[config.mk]
export PLATFORM = sky130hd
export DESIGN_NAME = command_line_tokenizer_top
export DESIGN_NICKNAME = d
export VERILOG_FILES = /design/src/sv/clt_pkg.sv /design/src/sv/command_line_tokenizer_top.sv /design/src/sv/clt_in_fifo.sv /design/src/sv/clt_core.sv /design/src/sv/clt_out_buf.sv
export SDC_FILE = /design/constraint.sdc
export NUM_CORES = 1
export LEC_CHECK = 0
export CORE_MARGIN = 2
export CORE_UTILIZATION = 41
export CTS_BUF_LIST = sky130_fd_sc_hd__clkbuf_8
export DETAILED_ROUTE_END_ITERATION = 7
export DONT_BUFFER_PORTS = 1
export GPL_TIMING_DRIVEN = 1
export SYNTH_ARGS = -nofsm -noshare
export SYNTH_HDL_FRONTEND = slang
export SYNTH_SLANG_ARGS = --single-unit
[constraint.sdc]
create_clock -name clk -period 8.6 [get_ports clk]
set_clock_uncertainty 0.05 [all_clocks]
set_input_delay 1.72 -clock clk [delete_from_list [all_inputs] [get_ports clk]]
set_output_delay 1.72 -clock clk [all_outputs]
set_load 0.1 [all_outputs]
[src/sv/clt_pkg.sv]
package clt_pkg;

	localparam int MAX_RES = 3;
	localparam int CNT_W   = 2;

	localparam logic [7:0] CH_NUL    = 8'h00;
	localparam logic [7:0] CH_BSLASH = 8'h5C;
	localparam logic [7:0] CH_QUOTE  = 8'h22;
	localparam logic [7:0] CH_SPACE  = 8'h20;
	localparam logic [7:0] CH_SLASH  = 8'h2F;
	localparam logic [7:0] CH_STAR   = 8'h2A;

	typedef enum logic [3:0] {
		PH_SKIP     = 4'd0,
		PH_SLASH    = 4'd1,
		PH_COMMENT  = 4'd2,
		PH_CSTAR    = 4'd3,
		PH_IGNORE   = 4'd4,
		PH_UNQUOTED = 4'd5,
		PH_UNQ_ESC  = 4'd6,
		PH_QUOTED   = 4'd7,
		PH_Q_ESC    = 4'd8
	} phase_t;

	typedef struct packed {
		logic [CNT_W-1:0]         cnt;
		logic [MAX_RES-1:0][7:0]  ch;
		logic [MAX_RES-1:0]       eos;
	} res_t;

endpackage

[src/sv/command_line_tokenizer_top.sv]
// Command-line tokenizer.
// Input channel (in_valid, in_stall, ch): one byte of a command string per
// item; byte 0 ends the string.
// Output channel (out_valid, out_stall, out_ch, end_of_string): token bytes
// and single separator spaces, then one end marker (end_of_string = 1,
// out_ch = 0) for every string.
// An input byte yields zero to three result items. It enters a two-entry
// input queue, is decoded by the tokenizer state machine and lands in a
// result register, from which its results are offered. Bytes are accepted
// at one per cycle while in_stall is low; a byte with several results holds
// the output port until all are taken, so the output port sets the rate.
// in_stall comes from the input queue fill alone.
// When out_stall is high the current result holds, the result register and
// then the input queue fill, and in_stall rises once the queue holds two bytes.
// Reset empties the queue and result register and returns the tokenizer to
// skipping whitespace with no separator owed.
module command_line_tokenizer_top (
	input  logic       clk,
	input  logic       arst_n,
	input  logic       in_valid,
	output logic       in_stall,
	input  logic [7:0] ch,
	output logic       out_valid,
	input  logic       out_stall,
	output logic [7:0] out_ch,
	output logic       end_of_string
);
	import clt_pkg::*;

	logic       fifo_valid;
	logic [7:0] fifo_ch;
	logic       pop;
	logic       load_ok;
	res_t       res;

	clt_in_fifo u_in_fifo (
		.clk        (clk),
		.arst_n     (arst_n),
		.in_valid   (in_valid),
		.in_stall   (in_stall),
		.ch         (ch),
		.fifo_valid (fifo_valid),
		.fifo_ch    (fifo_ch),
		.pop        (pop)
	);

	clt_core u_core (
		.clk        (clk),
		.arst_n     (arst_n),
		.fifo_valid (fifo_valid),
		.fifo_ch    (fifo_ch),
		.load_ok    (load_ok),
		.pop        (pop),
		.res        (res)
	);

	clt_out_buf u_out_buf (
		.clk           (clk),
		.arst_n        (arst_n),
		.res           (res),
		.load          (pop),
		.load_ok       (load_ok),
		.out_valid     (out_valid),
		.out_stall     (out_stall),
		.out_ch        (out_ch),
		.end_of_string (end_of_string)
	);

endmodule

[src/sv/clt_in_fifo.sv]
module clt_in_fifo (
	input  logic       clk,
	input  logic       arst_n,
	input  logic       in_valid,
	output logic       in_stall,
	input  logic [7:0] ch,
	output logic       fifo_valid,
	output logic [7:0] fifo_ch,
	input  logic       pop
);
	import clt_pkg::*;

	logic [1:0][7:0] mem_q;
	logic            wr_ptr_q;
	logic            rd_ptr_q;
	logic [1:0]      count_q;
	logic            push;

	assign in_stall   = (count_q == 2'd2);
	assign push       = in_valid && !in_stall;
	assign fifo_valid = (count_q != 2'd0);
	assign fifo_ch    = mem_q[rd_ptr_q];

	always_ff @(posedge clk) begin
		if (push) begin
			mem_q[wr_ptr_q] <= ch;
		end
	end

	always_ff @(posedge clk or negedge arst_n) begin
		if (!arst_n) begin
			wr_ptr_q <= 1'b0;
			rd_ptr_q <= 1'b0;
			count_q  <= 2'd0;
		end else begin
			if (push) begin
				wr_ptr_q <= ~wr_ptr_q;
			end
			if (pop) begin
				rd_ptr_q <= ~rd_ptr_q;
			end
			case ({push, pop})
				2'b10:   count_q <= count_q + 2'd1;
				2'b01:   count_q <= count_q - 2'd1;
				default: count_q <= count_q;
			endcase
		end
	end

`ifndef SYNTHESIS
	a_pop_nonempty: assert property (@(posedge clk) disable iff (!arst_n)
		pop |-> (count_q != 2'd0))
		else $error("pop from empty input queue");
	a_count_range: assert property (@(posedge clk) disable iff (!arst_n)
		count_q != 2'd3)
		else $error("input queue count overflow");
	a_ptr_diff: assert property (@(posedge clk) disable iff (!arst_n)
		(count_q == 2'd1) |-> (wr_ptr_q != rd_ptr_q))
		else $error("input queue pointers out of step");
`endif

endmodule

[src/sv/clt_core.sv]
module clt_core (
	input  logic          clk,
	input  logic          arst_n,
	input  logic          fifo_valid,
	input  logic [7:0]    fifo_ch,
	input  logic          load_ok,
	output logic          pop,
	output clt_pkg::res_t res
);
	import clt_pkg::*;

	typedef struct packed {
		phase_t                  phase;
		logic                    sep;
		logic [CNT_W-1:0]        n;
		logic [MAX_RES-1:0][7:0] ch;
		logic [MAX_RES-1:0]      eos;
	} step_t;

	phase_t phase_q;
	logic   sep_q;
	step_t  nxt;

	function automatic step_t put(step_t s, logic [7:0] c, logic e);
		step_t r;
		r        = s;
		r.ch[r.n]  = c;
		r.eos[r.n] = e;
		r.n      = r.n + 2'd1;
		return r;
	endfunction

	function automatic step_t put_tok(step_t s, logic [7:0] c);
		step_t r;
		r = s;
		if (r.sep) begin
			r     = put(r, CH_SPACE, 1'b0);
			r.sep = 1'b0;
		end
		return put(r, c, 1'b0);
	endfunction

	function automatic step_t finish(step_t s);
		step_t r;
		r       = s;
		r.sep   = 1'b0;
		r.phase = PH_SKIP;
		return put(r, CH_NUL, 1'b1);
	endfunction

	function automatic step_t end_token(step_t s, logic [7:0] b);
		step_t r;
		r = s;
		if (r.sep) begin
			r = put(r, CH_SPACE, 1'b0);
		end
		r.sep = 1'b1;
		if (b == CH_NUL) begin
			r = finish(r);
		end else begin
			r.phase = PH_SKIP;
		end
		return r;
	endfunction

	function automatic step_t unquoted(step_t s, logic [7:0] b);
		step_t r;
		r = s;
		if (b == CH_QUOTE) begin
			r.phase = PH_QUOTED;
		end else if (b > CH_SPACE) begin
			if (b == CH_BSLASH) begin
				r.phase = PH_UNQ_ESC;
			end else begin
				r.phase = PH_UNQUOTED;
				r       = put_tok(r, b);
			end
		end else begin
			r = end_token(r, b);
		end
		return r;
	endfunction

	always_comb begin
		nxt       = '0;
		nxt.phase = phase_q;
		nxt.sep   = sep_q;
		unique case (phase_q)
			PH_SLASH: begin
				if (fifo_ch == CH_SLASH) begin
					nxt.phase = PH_IGNORE;
				end else if (fifo_ch == CH_STAR) begin
					nxt.phase = PH_COMMENT;
				end else begin
					nxt = put_tok(nxt, CH_SLASH);
					nxt = unquoted(nxt, fifo_ch);
				end
			end
			PH_COMMENT: begin
				if (fifo_ch == CH_NUL) begin
					nxt = finish(nxt);
				end else if (fifo_ch == CH_STAR) begin
					nxt.phase = PH_CSTAR;
				end
			end
			PH_CSTAR: begin
				if (fifo_ch == CH_NUL) begin
					nxt = finish(nxt);
				end else if (fifo_ch == CH_SLASH) begin
					nxt.phase = PH_SKIP;
				end else if (fifo_ch != CH_STAR) begin
					nxt.phase = PH_COMMENT;
				end
			end
			PH_IGNORE: begin
				if (fifo_ch == CH_NUL) begin
					nxt = finish(nxt);
				end
			end
			PH_UNQUOTED: begin
				nxt = unquoted(nxt, fifo_ch);
			end
			PH_UNQ_ESC: begin
				if (fifo_ch < CH_SPACE) begin
					nxt = end_token(nxt, fifo_ch);
				end else begin
					nxt       = put_tok(nxt, fifo_ch);
					nxt.phase = PH_UNQUOTED;
				end
			end
			PH_QUOTED: begin
				if (fifo_ch == CH_NUL) begin
					nxt = end_token(nxt, fifo_ch);
				end else if (fifo_ch == CH_QUOTE) begin
					nxt.phase = PH_UNQUOTED;
				end else if (fifo_ch == CH_BSLASH) begin
					nxt.phase = PH_Q_ESC;
				end else begin
					nxt = put_tok(nxt, fifo_ch);
				end
			end
			PH_Q_ESC: begin
				if (fifo_ch == CH_NUL) begin
					nxt = end_token(nxt, fifo_ch);
				end else if (fifo_ch < CH_SPACE) begin
					nxt.phase = PH_UNQUOTED;
				end else begin
					nxt       = put_tok(nxt, fifo_ch);
					nxt.phase = PH_QUOTED;
				end
			end
			default: begin
				if (fifo_ch == CH_NUL) begin
					nxt = finish(nxt);
				end else if (fifo_ch <= CH_SPACE) begin
					nxt.phase = PH_SKIP;
				end else if (fifo_ch == CH_SLASH) begin
					nxt.phase = PH_SLASH;
				end else begin
					nxt = unquoted(nxt, fifo_ch);
				end
			end
		endcase
	end

	assign pop     = fifo_valid && load_ok;
	assign res.cnt = nxt.n;
	assign res.ch  = nxt.ch;
	assign res.eos = nxt.eos;

	always_ff @(posedge clk or negedge arst_n) begin
		if (!arst_n) begin
			phase_q <= PH_SKIP;
			sep_q   <= 1'b0;
		end else if (pop) begin
			phase_q <= nxt.phase;
			sep_q   <= nxt.sep;
		end
	end

`ifndef SYNTHESIS
	a_nul_restarts: assert property (@(posedge clk) disable iff (!arst_n)
		(pop && (fifo_ch == CH_NUL)) |=> ((phase_q == PH_SKIP) && !sep_q))
		else $error("terminator did not return to start phase");
	a_nul_marks_end: assert property (@(posedge clk) disable iff (!arst_n)
		(pop && (fifo_ch == CH_NUL)) |-> (res.eos[res.cnt - 2'd1] && (res.cnt != 2'd0)))
		else $error("terminator without end marker");
	a_comment_quiet: assert property (@(posedge clk) disable iff (!arst_n)
		(pop && ((phase_q == PH_COMMENT) || (phase_q == PH_CSTAR)
			|| (phase_q == PH_IGNORE)) && (fifo_ch != CH_NUL)) |-> (res.cnt == 2'd0))
		else $error("comment byte produced output");
`endif

endmodule

[src/sv/clt_out_buf.sv]
module clt_out_buf (
	input  logic          clk,
	input  logic          arst_n,
	input  clt_pkg::res_t res,
	input  logic          load,
	output logic          load_ok,
	output logic          out_valid,
	input  logic          out_stall,
	output logic [7:0]    out_ch,
	output logic          end_of_string
);
	import clt_pkg::*;

	logic [CNT_W-1:0]        cnt_q;
	logic [CNT_W-1:0]        idx_q;
	logic [MAX_RES-1:0][7:0] ch_q;
	logic [MAX_RES-1:0]      eos_q;
	logic                    take;
	logic                    last;

	assign out_valid     = (cnt_q != '0);
	assign take          = out_valid && !out_stall;
	assign last          = (idx_q == (cnt_q - 2'd1));
	assign load_ok       = !out_valid || (take && last);
	assign out_ch        = ch_q[idx_q];
	assign end_of_string = eos_q[idx_q];

	always_ff @(posedge clk) begin
		if (load) begin
			ch_q  <= res.ch;
			eos_q <= res.eos;
		end
	end

	always_ff @(posedge clk or negedge arst_n) begin
		if (!arst_n) begin
			cnt_q <= '0;
			idx_q <= '0;
		end else if (load) begin
			cnt_q <= res.cnt;
			idx_q <= '0;
		end else if (take) begin
			if (last) begin
				cnt_q <= '0;
				idx_q <= '0;
			end else begin
				idx_q <= idx_q + 2'd1;
			end
		end
	end

`ifndef SYNTHESIS
	a_idx_in_range: assert property (@(posedge clk) disable iff (!arst_n)
		out_valid |-> (idx_q < cnt_q))
		else $error("result index beyond count");
	a_eos_last: assert property (@(posedge clk) disable iff (!arst_n)
		(out_valid && end_of_string) |-> last)
		else $error("end marker not the final result");
	a_load_safe: assert property (@(posedge clk) disable iff (!arst_n)
		load |-> load_ok)
		else $error("result set overwritten before delivery");
`endif

endmodule
After elaboration in Yosys (flattened, before gate mapping)
Index checks and enable logic that the tools add are counted.
{ "op_classes": {"eq_ne": 31, "n_bitwise": 39, "n_lt_le_gt_ge": 33, "n_addsub": 17, "n_mux": 162, "reduce_logical": 32} }
{ "op_table": {"columns": ["cell", "n"], "rows": [
  ["two-way mux 34 bit", 25],
  ["two-way mux 30 bit", 24],
  ["two-way mux 29 bit", 16],
  ["case mux 34 bit (8 select lines)", 1],
  ["demux 8 bit (select 2 bit)", 13],
  ["bitwise mux 24 bit", 6],
  ["two-way mux 8 bit", 17],
  ["bitwise AND 24 bit", 5],
  ["NOT 24 bit", 5],
  ["two-way mux 28 bit", 3],
  ["two-way mux 4 bit", 17],
  ["< comparator 2 x 3 -> 1 bit (second input constant)", 14],
  ["two-way mux 33 bit", 1],
  ["adder 2 x 1 -> 2 bit (second input constant)", 15],
  ["demux 1 bit (select 2 bit)", 13],
  ["greater-or-equal comparator 2 x 1 -> 1 bit (second input constant)", 13],
  ["bitwise AND 3 bit", 8],
  ["equality test 8 x 6 -> 1 bit (second input constant)", 3],
  ["NOT 3 bit", 8],
  ["bitwise AND 21 bit", 1],
  ["NOT 21 bit", 1],
  ["logical AND 1 bit", 18],
  ["bitwise OR 3 bit", 6],
  ["binary-select mux 8 bit (select 2 bit)", 1],
  ["42 further kinds", 80]
]} }
{ "word_totals": {"wordCells": 327, "in_bits": 12, "reg_bits": 56, "output_inout_bits": 11} }

Longest topological paths before layout
Gate-level depths: netlist of run 1.
{ "depth": {"ltp_word": 33, "depth_mapped": 11, "depth_no_buf": 10} }

Cells and area by module
From an unflattened synthesis of run 1, not the netlist that was laid out.
{ "hier_totals": {"hier_cells": 394, "hier_area_um2": 3898.7} }
{ "modules_own_cells": {"columns": ["module", "instances", "seq_area_each_um2", "cells_per_inst", "area_per_inst_um2"], "rows": [
  ["clt_core", 1, 125.1, 271, 1886.8],
  ["clt_out_buf", 1, 910.9, 81, 1243.7],
  ["clt_in_fifo", 1, 580.6, 42, 768.2]
]} }

Worst setup path after synthesis of run 1
Ideal clock, no wire load.
{ "synth_path": {"path_type": "reg2out", "start": "register u_out_buf.idx_q[0]", "end": "output port end_of_string", "stages_incl_launch_ff": 4, "arrival_ps": 3087, "n_path_buf": 1, "t_required_ps": 6830, "path_slack_ps": 3743, "path_cell_list": "dfrtp_1 -> buf_1 -> mux2i_1 -> o21ai_0"} }
{ "synth_between": {"elab_chain_len": 2} }
{ "synth_rtl": {"columns": ["element", "line", "text"], "rows": [
  ["start: declaration", "clt_out_buf.sv:15", "logic [CNT_W-1:0] idx_q;"],
  ["start signal: assignment", "clt_out_buf.sv:47", "idx_q <= idx_q + 2'd1;"],
  ["binary-select mux 1 bit (select 2 bit)", "clt_out_buf.sv:26", "assign end_of_string = eos_q[idx_q];"],
  ["two-way mux 1 bit (not written as such)", "clt_out_buf.sv:26", null],
  ["end: declaration", "command_line_tokenizer_top.sv:26", "output logic end_of_string"]
]} }
No other way between the ends. The select of a mux whose other input is x is not followed.

Worst setup path after layout of run 1
{ "layout_path": {"start": "register u_out_buf.idx_q[0]", "end": "output port out_ch[1]"} }
{ "layout_between": {"elab_chain_len": 2} }
{ "layout_rtl": {"columns": ["element", "line", "text"], "rows": [
  ["binary-select mux 8 bit (select 2 bit)", "clt_out_buf.sv:25", "assign out_ch = ch_q[idx_q];"],
  ["two-way mux 8 bit (not written as such)", "clt_out_buf.sv:25", null],
  ["end: declaration", "command_line_tokenizer_top.sv:25", "output logic [7:0] out_ch,"]
]} }
No other way between the ends. The select of a mux whose other input is x is not followed.

==> impl_summary.md, run 1 <==
Status
The flow ran to the end, and the final reports show no timing, DRC or antenna violations.

Global routing
The global-route wire length before repair is 14,200 µm. Entering global routing, the biggest net connects 30 pins. Global routing consumed, over all layers together, between 15 and 20% of the routing resources. For this run the aggregate overflow at the end of global routing stands at 0. The initial antenna violation count is 0.

The number of global-route vias before repair was 2,738.

Yosys
Dividing the synthesized area by the synthesized cell count gives about 9.9 µm². By count the netlist is led by 43 x edfxtp_1, 37 x nand2_1, 34 x nor2_1. Yosys mapped a number of flops with a built-in enable equal to 43.

The dominant cell type by area after synthesis is edfxtp_1. For this run, the leading register cell type out of synthesis is edfxtp_1. The post-synthesis cell count is 367. When the netlist entered floorplanning its net count stood at 389. Of all flip-flops after synthesis, the portion carrying an async set or reset was 23.2%. The sequential area share after synthesis is between 40% and 50%. The Yosys step of the flow raised 0 warnings. Yosys attributes the largest share of cell area to edfxtp_1 36%, dfrtp_1 9.0%, mux2i_1 5.0%. After synthesis the netlist holds a flip-flop and latch count of 56. Synthesis instantiated 75 different standard cells from the library.

After synthesis, the largest area contributor takes up a little over a third of total cell area. The most common cell in the synthesized netlist is edfxtp_1. The synthesized netlist occupies a cell area of around 0.0036 mm².

Setup path
Of all nets on the critical path, the largest fanout is 13. STA classifies the critical path endpoint as an output pin. For the worst setup path, the data arrival time is 2.22 ns. The launch point of the worst reg-to-reg path is u_in_fifo.rd_ptr_q$_DFFE_PN0P_. For the worst setup path, the data required time is between 6 and 7 ns. The worst setup path is of the flop to output pin kind. In this run the critical register-to-register path is captured at u_out_buf.cnt_q[0]$_DFFE_PN0P_. The worst setup path is launched from a flop.

The depth of the worst register-to-register path is 7. The reg-to-reg setup timing slack is 4.64 ns.

Place
The cell count after placement is 461. The routability-driven placement congestion ratio is 0.906. The cell area after placement is 0.00374 mm². Input and output buffers added on the ports amount to 0. The HPWL after detailed placement is between 6000 and 7000 µm.

Die
The die is 98.1 µm wide. The die boundary height is 98.1 µm. The initial utilization of the core area, before any placement, comes to 42.0%.

Row generation in the floorplan step produced 34 rows. For this design the top-level I/O count stands at 23. The core outline area is 0.00864 mm².

The die area is 0.00962 mm².

Cells and area
The number of diodes is 0. The finished cells cover 0.00385 mm². The share of final-layout standard cells stronger than drive strength 1 is between 10 and 15%. From synthesis to final layout, the design area changed by 6.10%. The count of cells in the finished layout, fillers not included, comes to 469.

For this run, the post-layout net count is about 380. The fill cell instance count of the final layout is 839. The share of the core filled with cells is 44.6%.

Hold path
Counting instances, the worst hold path has a depth of 1. The path with the worst hold slack has its endpoint at u_in_fifo.wr_ptr_q$_DFFE_PN0P_. The worst hold path belongs to the class flop to flop. The startpoint identified for the worst hold timing path is u_in_fifo.wr_ptr_q$_DFFE_PN0P_.

Clock tree
The clock latency of the later-clocked register in the worst-skew pair is 0.31 ns. The quantity of hold-fixing buffers added after cts is 0. The master cell of the clock root buffer is clkbuf_8. The number of clock buffers added by TritonCTS is 5.

Once the clock tree was built, the resizer swapped 0 gates to a different size. The H-tree generated during clock tree synthesis spans 2 levels. TritonCTS built the clock tree. The total setup buffers inserted after CTS is 0.

Clock-pin slew was measured on the worst setup and hold paths at 0.10 ns. In this run the deepest clock path goes through 2 buffers. For this design, the sink count on the clock tree is 56.

Timing
The remaining max-slew budget at the tightest pin is roughly 27%. Setup violations remaining at the end of the flow were counted as 0. The setup TNS after final layout is 0 ns. The time the worst path needs with I/O delays and setup is 3.99 ns.

The part of the cycle the worst path needs is 46.4%. At the pin with the least slew margin, the transition time is ~1.1 ns. Based on the critical path, the design can be clocked at up to about 250 MHz. The number of max-slew violations in the final report is 0. Setup repair after global routing left no endpoint under its margin. The number of hold violations in the final report is 0.

Routing
The first detailed-routing pass ran for 5 iterations. Summed over all layers, the routed wires come to 8750 µm. The number of DRC violations after detailed routing is 0.

Dividing the detail-routed wire length by the instance count gives 18.7 µm. In this run, the number of DRC markers left after iteration 0 of detailed routing was 301. The count of nets left with antenna violations once routing finished came out at 0.

The total vias in the final route is 2,880. The post-detailed-route via-to-cell ratio is 6.14.

Job
The total of max-cap violations is 0.
-- how the worst max path moves through the flow --
stage               slack [ns]                           start                        endpoint
detailed placement        4.40                       out_stall        u_core.sep_q$_DFFE_PN0P_
global route              4.37  u_in_fifo.rd_ptr_q$_DFFE_PN0P_  u_out_buf.cnt_q[0]$_DFFE_PN0P_
finish                    4.61  u_out_buf.idx_q[0]$_DFFE_PN0P_                       out_ch[1]
global placement          4.54                       out_stall        u_core.sep_q$_DFFE_PN0P_
floorplan                 3.74  u_out_buf.idx_q[0]$_DFFE_PN0P_                   end_of_string
CTS                       4.52  u_out_buf.idx_q[0]$_DFFE_PN0P_                       out_ch[1]
-- metal layers --
layer	part of all wire (%)	track usage [%]	vias up
li1	-	-	1384
met1	46	26.3	1362
met2	44	28.2	120
met3	7.4	3.79	14
met4	2.3	5.56	0
met5	0	0	-
-- critical path, stage by stage (launching register included) --
cell and delay [ns]:
dfrtp_1 0.64, nor2b_1 0.66, nand2_1 0.16, o21ai_2 0.44
-- per-stage QoR --
step | hold WS, ns | setup slack, ns
after detailed placement | 0.434 | 4.40
final | 0.451 | 4.61
after global placement | 0.429 | 4.54
after global routing | 0.469 | 4.37
after floorplan | 0.410 | 3.74
after CTS | 0.452 | 4.52
-- placed cells by master (no fill, tap or decap), types with 4 or more instances in the layout --
master	n
mux2_2	4
nand2b_1	6
o21ai_0	10
or3_1	5
nor3_1	6
nand3_1	15
xor2_1	4
o21ai_2	9
mux2i_1	18
xnor2_1	5
ha_1	10
and3_1	8
o22ai_1	5
and2_1	5
dfrtp_1	13
clkbuf_8	5
inv_1	13
a21oi_1	20
nand2_1	37
edfxtp_1	43
o21ai_1	4
nor2_1	34
-- final cells by class --
type / instances / area, µm² / share of cell area [%]
inverters: 14 / 52.6 / 1.36
well taps: 108 / 135 / 3.51
clock inverters: 3 / 42.5 / 1.10
clock buffers: 5 / 68.8 / 1.79
repair buffers: 2 / 15.0 / 0.390
multi-input cells: 281 / 1920 / 49.9
flip-flops and latches: 56 / 1620 / 42.0
-- kinds of logic after synthesis --
logic type | Yosys count | synth area share [%]
buffers and inverters | 30 | 3.48
AOI/OAI and AO/OA | 101 | 20.3
muxes | 25 | 7.21
and+or+nand+nor | 136 | 18.9
xor gates and xnor gates | 9 | 2.17
DFF | 56 | 44.6
adders and majority gates | 10 | 3.45
-- state kept, by name, summed over array words and instances (netlist names) --
register	cells
u_in_fifo.count_q	2
u_core.sep_q	1
u_out_buf.cnt_q	2
u_out_buf.idx_q	2
u_in_fifo.mem_q	16
u_core.phase_q	4
u_out_buf.ch_q	24
u_in_fifo.wr_ptr_q	1
u_out_buf.eos_q	3
u_in_fifo.rd_ptr_q	1
Power of run 1 is not shown: default switching activity piles up to over one toggle a cycle in this logic, so the estimate is an artifact.
==> run 2, diff against run 1 <==
clock period = 3.6 ns   (was 8.6 ns; I/O delays follow)
==> impl_summary.md, run 2 (synthesis results as in run 1) <==
Setup path
In this run the worst setup path begins at u_in_fifo.rd_ptr_q$_DFFE_PN0P_. The data required time at the worst endpoint is 3.75 ns (-3.08 ns). The worst setup path is launched from a flop.

The endpoint class of the critical path is a flop. The arrival time at the worst endpoint was 3.42 ns (+1.20 ns). The worst register-to-register path begins at u_in_fifo.rd_ptr_q$_DFFE_PN0P_. The critical path start-end classification is flop to flop. The maximum fanout count along the critical path was 16 (+3).

Cells and area
The final net count is 398 (+4.2%). The library cell used most frequently in the layout, excluding fill and tap cells, is edfxtp_1. The signed area change from the synthesized netlist to the final layout is 8.83%.

The share of final-layout standard cells stronger than drive strength 1 is 14.9% (+4.1 points). The number of flip-flops under the largest register name came to 24 (unchanged). The number of diodes is 0 (unchanged). The largest registers in the layout are u_out_buf.ch_q (24), u_in_fifo.mem_q (16), u_core.phase_q (4). The register with the most flip-flops in the final layout is u_out_buf.ch_q. The library cells used most frequently in the layout, excluding fill and tap cells, are 43 x edfxtp_1, 37 x nand2_1, 34 x nor2_1, 20 x a21oi_1.

Routing
The total detailed-routing wirelength came to 9120 µm (+4.2%). The number of DRC violations after detailed routing is 0 (unchanged). The number of DRC violations after detailed-routing iteration 0 is 212 (-30%). The post-detailed-route via-to-cell ratio is 6.11 (-0.58%). The total vias in the final route is 2,961 (+2.8%). The detail-routed net length per standard cell is 18.8 µm (+0.76%).

The number of optimization iterations in the first detailed-route pass is 6 (+1). The number of antenna-violating nets in the routed design came to 0 (unchanged).

Die
The die area came to 0.00962 mm² (unchanged). The number of standard-cell rows in the floorplan is 34 (unchanged). The initial standard-cell utilization of the core is 42.0% (unchanged). The core outline area came to 0.00864 mm² (unchanged). The die boundary height is 98.1 µm (unchanged).

The die boundary width is 98.1 µm (unchanged). The boundary pin count is 23 (unchanged).

Clock tree
The number of clock sinks seen by CTS is 56 (unchanged). The clock latency of the later-clocked register in the worst-skew pair is 0.33 ns (+0.02 ns). The H-tree depth is 2 (unchanged). The deepest clock path buffer count was 2 (unchanged). The clock tree from TritonCTS is yes. The post-cts repair resize count is 0 (unchanged). The master cell of the clock root buffer is clkbuf_8.

The quantity of hold-fixing buffers added after cts is 0 (unchanged). The number of clock buffers inserted by TritonCTS is 5 (unchanged). The CTS clock-pin slew for the worst setup and hold paths is 0.12 ns (+0.02 ns). The total setup buffers inserted after CTS is 0 (unchanged).

Timing
The time the worst path needs with I/O delays and setup is approximately 3.3 ns. The remaining max-slew budget at the tightest pin is 26.7% (-0.67 points). Setup repair after global routing left no endpoint under its margin. The transition time of the tightest slew-check pin is 1.10 ns (+0.00997 ns). Based on the critical path, the design can be clocked at up to 306 MHz. The number of max-slew violations in the final report is 0 (unchanged). The number of hold violations in the final report is 0 (unchanged). The setup TNS after final layout came to 0 ns (unchanged). Of the available clock period, the critical path in the final layout requires 90.7%. The final setup violation count came to 0 (unchanged).

Place
The routability-driven placement congestion ratio is 0.939 (+3.6%). The count of port buffers added during placement is 0 (unchanged). The placed wire-length estimate is 6760 µm (+5.9%).

Hold path
In this run the worst hold path is classified as input pin to async pin.

Global routing
The global-route wire length before repair was 15,000 µm (+5.1%). The leftover overflow at the end of global routing is 0 (unchanged). The number of global-route vias before repair is 2,807 (+2.5%).

The pin count of the biggest net entering global routing is 28 (-6.7%). The global routing usage summed across all routing layers was 19.4% (+1.0 points). The initial antenna violation count is 0 (unchanged).

Job
The total of max-cap violations is 0 (unchanged).

Status
The run finished with clean final reports.
==> run 2: per-stage QoR <==
step / util [%] / std cells / instance area, µm² / setup WS, ns / hold slack (ns)
floorplan: - / 367 / 3630 / 0.492 / 0.374
global placement: 44.7 / 477 / 3860 / 0.415 / 0.375
detailed placement: 44.7 / 477 / 3860 / 0.440 / 0.375
CTS: 45.7 / 485 / 3950 / 0.412 / 0.0145
global route: 45.7 / 485 / 3950 / 0.108 / 0.00115
finish: 45.7 / 485 / 3950 / 0.334 / 0.0150
==> run 2: routing by layer <==
layer	part of all wire [%]	vias to the layer above	GRT usage [%]
met5	0	-	0
met4	1.7	0	5.45
met3	5.3	13	3.15
met2	47	105	31.0
met1	46	1433	27.3
li1	-	1410	-
==> run 2: final timing paths <==
kind	to	slack (ns)	cells after the start
setup / recovery	u_out_buf.cnt_q[0]$_DFFE_PN0P_	0.33	8
hold / removal	u_in_fifo.wr_ptr_q$_DFFE_PN0P_	0.02	0
setup reg to reg	u_out_buf.cnt_q[0]$_DFFE_PN0P_	0.33	8
hold reg to reg	u_in_fifo.wr_ptr_q$_DFFE_PN0P_	0.45	1
max in group asynchronous	u_out_buf.cnt_q[1]$_DFFE_PN0P_	3.40	0
min in group clk	u_in_fifo.mem_q[13]$_DFFE_PP_	0.44	0
==> run 2: worst max-delay path: stages, from the launching register on <==
cell	delay, ns
dfrtp_1	0.69
or3b_2	0.53
a222oi_1	0.45
nand2_1	0.10
buf_4	0.23
ha_1	0.32
o211ai_1	0.10
a2111oi_0	0.49
a32oi_1	0.19
==> run 2: cell type report <==
class,instances,area [µm²]
flip-flops and latches,56,1620
repair buffers,18,135
fillers,823,4690
multi-input cells,281,1920
clock inverters,3,21.3
well taps,108,135
clock buffers,5,68.8
inverters,14,52.6
Power of run 2 is left out for the same reason.
==> run 3, diff against run 2 <==
CORE_UTILIZATION = 35   (was 41)
==> impl_summary.md, run 3 (synthesis results as in run 1) <==
Status
The flow ran to the end, and the final reports show no timing, DRC or antenna violations.

Timing
The time the worst path needs with I/O delays and setup is 3.12 ns (-0.141 ns). The part of the cycle the worst path needs came to 86.8% (-3.9 points). The number of hold violations in the final report was 0 (unchanged).

The final setup violation count is 0 (unchanged). The top achievable clock speed is 320 MHz (+4.5%). The transition time of the tightest slew-check pin is 1.11 ns (+0.00570 ns). The remaining max-slew budget at the tightest pin is 26.3% (-0.38 points). The setup TNS after final layout is 0 ns (unchanged). The least setup slack across all paths after layout is 0.475 ns (+0.141 ns). Setup repair after global routing left no endpoint under its margin.

The number of max-slew violations in the final report is 0 (unchanged).

Clock tree
The total setup buffers inserted after CTS is 0 (unchanged). The deepest clock path buffer count was 2 (unchanged). The cell sitting at the root of the clock tree is a clkbuf_8. The number of clock sinks seen by CTS is 56 (unchanged). The quantity of hold-fixing buffers added after cts is 0 (unchanged). The H-tree depth is 2 (unchanged). The number of clock buffers inserted by TritonCTS is 5 (unchanged). The post-cts repair resize count is 0 (unchanged). The clock latency of the later-clocked register in the worst-skew pair was 0.32 ns (about the same). The clock tree from TritonCTS is yes.

The CTS clock-pin slew for the worst setup and hold paths is 0.11 ns (about the same).

Routing
The number of DRC violations after detailed-routing iteration 0 is 286 (+35%). The total vias in the final route came to 2,918 (-1.5%). The number of DRC violations after detailed routing is 0 (unchanged). The detail-routed net length per standard cell is 18.0 µm (-4.0%). The post-detailed-route via-to-cell ratio was 5.74 (-5.9%).

The total detailed-routing wirelength came to 9170 µm (+0.58%). The number of optimization iterations in the first detailed-route pass is 5 (-1). The number of antenna-violating nets in the routed design is 0 (unchanged).

Global routing
The global routing usage summed across all routing layers was 16.8% (-2.6 points). The pin count of the biggest net entering global routing is 28 (unchanged). The global-route wire length before repair came to 14,900 µm (-0.46%). The leftover overflow at the end of global routing is 0 (unchanged). The initial antenna violation count is 0 (unchanged). The number of global-route vias before repair is 2,773 (-1.2%).

Place
The worst setup slack after placement is 0.541 ns (+0.102 ns). The routability-driven placement congestion ratio was 0.921 (-1.9%). The count of port buffers added during placement is 0 (unchanged). The cell count after placement is 500 (+4.8%). The placed wire-length estimate is 6880 µm (+1.8%).

Setup path
The data required time at the worst endpoint is 3.64 ns (-0.11 ns). The depth of the worst register-to-register path came to 8 (unchanged). The maximum fanout count along the critical path is 16 (unchanged). The largest individual stage delay along the critical path comes from the cell dfrtp_1. The stage delay of the slowest cell on the critical path is 0.56 ns (-0.13 ns). The critical path start-end classification is flop to flop.

The worst reg2reg path endpoint is u_out_buf.eos_q[0]$_DFFE_PP_. STA classifies the critical path startpoint as a flop. Walking the worst path, the cells encountered are or3b_2 -> a222oi_1 -> nand2_1 -> buf_4 -> clkinv_1 -> ha_1 -> a2111oi_0 -> a311oi_1. The endpoint class of the critical path is a flop. The launch point of the worst reg-to-reg path is u_in_fifo.rd_ptr_q$_DFFE_PN0P_.

The arrival time at the worst endpoint is 3.16 ns (-0.26 ns). The reg-to-reg setup timing slack is 0.48 ns (+0.14 ns).

Cells and area
The most common library cell in the layout ignoring fill and taps is edfxtp_1. The register area was 0.00162 mm² (unchanged). The share of final-layout standard cells stronger than drive strength 1 is 13.7% (-1.1 points). More flip-flops sit in one register than any other, and that register is u_out_buf.ch_q. In the layout the commonest cells are 43 x edfxtp_1, 37 x nand2_1, 34 x nor2_1, 20 x a21oi_1, 18 x mux2i_1. The number of diodes is 0 (unchanged). The number of non-filler instances in the completed layout was 508 (+4.7%). The area of the multi-input gates is 0.00192 mm² (unchanged). The number of flip-flops under the largest register name came to 24 (unchanged).

The signed area change from the synthesized netlist to the final layout is 8.76% (about the same). In the final layout, the registers with the most flip-flops are u_out_buf.ch_q (24), u_in_fifo.mem_q (16), u_core.phase_q (4). The share of the core filled with cells is 38.7% (-7.0 points). The final net count came to 393 (-1.3%).

The fill cell instance count of the final layout is 1,029 (+25%).

Die
The die boundary height came to 106 µm (+7.9%). The boundary pin count is 23 (unchanged). The core outline area is 0.0102 mm² (+18%). The number of standard-cell rows in the floorplan is 37 (+8.8%). The die boundary width is 106 µm (+7.9%). The initial standard-cell utilization of the core is 35.6% (-6.4 points).

The die area is 0.0112 mm² (+16%).

Job
The total of max-cap violations is 0 (unchanged).

Hold path
The worst hold-check path type is input pin to async pin.
run 3: changes by cell type in the layout (fill, tap and decap cells not counted):
| cell | delta |
|---|---|
| buf_4 | -5 |
run 3: area by class of cell:
type,count,area share [%]
clock buffers,5,1.74
multi-input cells,281,48.6
inverters,14,1.33
well taps,136,4.31
flip-flops and latches,56,41.0
repair buffers,13,2.47
clock inverters,3,0.539
run 3: worst max-delay path by stage:
stage	startpoint	endpoint	slack [ns]	depth (start not counted)
after floorplan	u_out_buf.idx_q[0]$_DFFE_PN0P_	end_of_string	0.49	3
after global placement	u_in_fifo.rd_ptr_q$_DFFE_PN0P_	u_out_buf.cnt_q[0]$_DFFE_PN0P_	0.53	8
after detailed placement	u_in_fifo.rd_ptr_q$_DFFE_PN0P_	u_out_buf.cnt_q[0]$_DFFE_PN0P_	0.54	8
after CTS	u_in_fifo.rd_ptr_q$_DFFE_PN0P_	u_out_buf.cnt_q[0]$_DFFE_PN0P_	0.52	8
after global routing	u_in_fifo.rd_ptr_q$_DFFE_PN0P_	u_out_buf.cnt_q[0]$_DFFE_PN0P_	0.28	8
final	u_in_fifo.rd_ptr_q$_DFFE_PN0P_	u_out_buf.eos_q[0]$_DFFE_PP_	0.48	8
run 3: per-layer routing:
metal | wire, µm | global-route usage (%) | up-vias
met2 | 4290 | 26.9 | 108
met3 | 531 | 2.97 | 15
met1 | 4200 | 23.3 | 1396
li1 | - | - | 1399
met5 | 0 | 0 | -
met4 | 148 | 4.70 | 0
run 3: worst max-delay path, delay by kind of cell (launching register included):
kind | cells | cell delay, ns
AO/OA/AOI/OAI | 3 | 1.03
AND/OR/NAND/NOR | 2 | 0.62
flip-flops | 1 | 0.56
buffers and inverters | 2 | 0.40
adder cells (fa/ha/maj) | 1 | 0.22
run 3: per-stage QoR:
step	instance area, µm²	hold WS, ns
floorplan	3630	0.374
global placement	3860	0.375
detailed placement	3860	0.375
CTS	3950	0.0283
global route	3950	0.0128
finish	3950	0.0287
Power of run 3 is left out for the same reason.
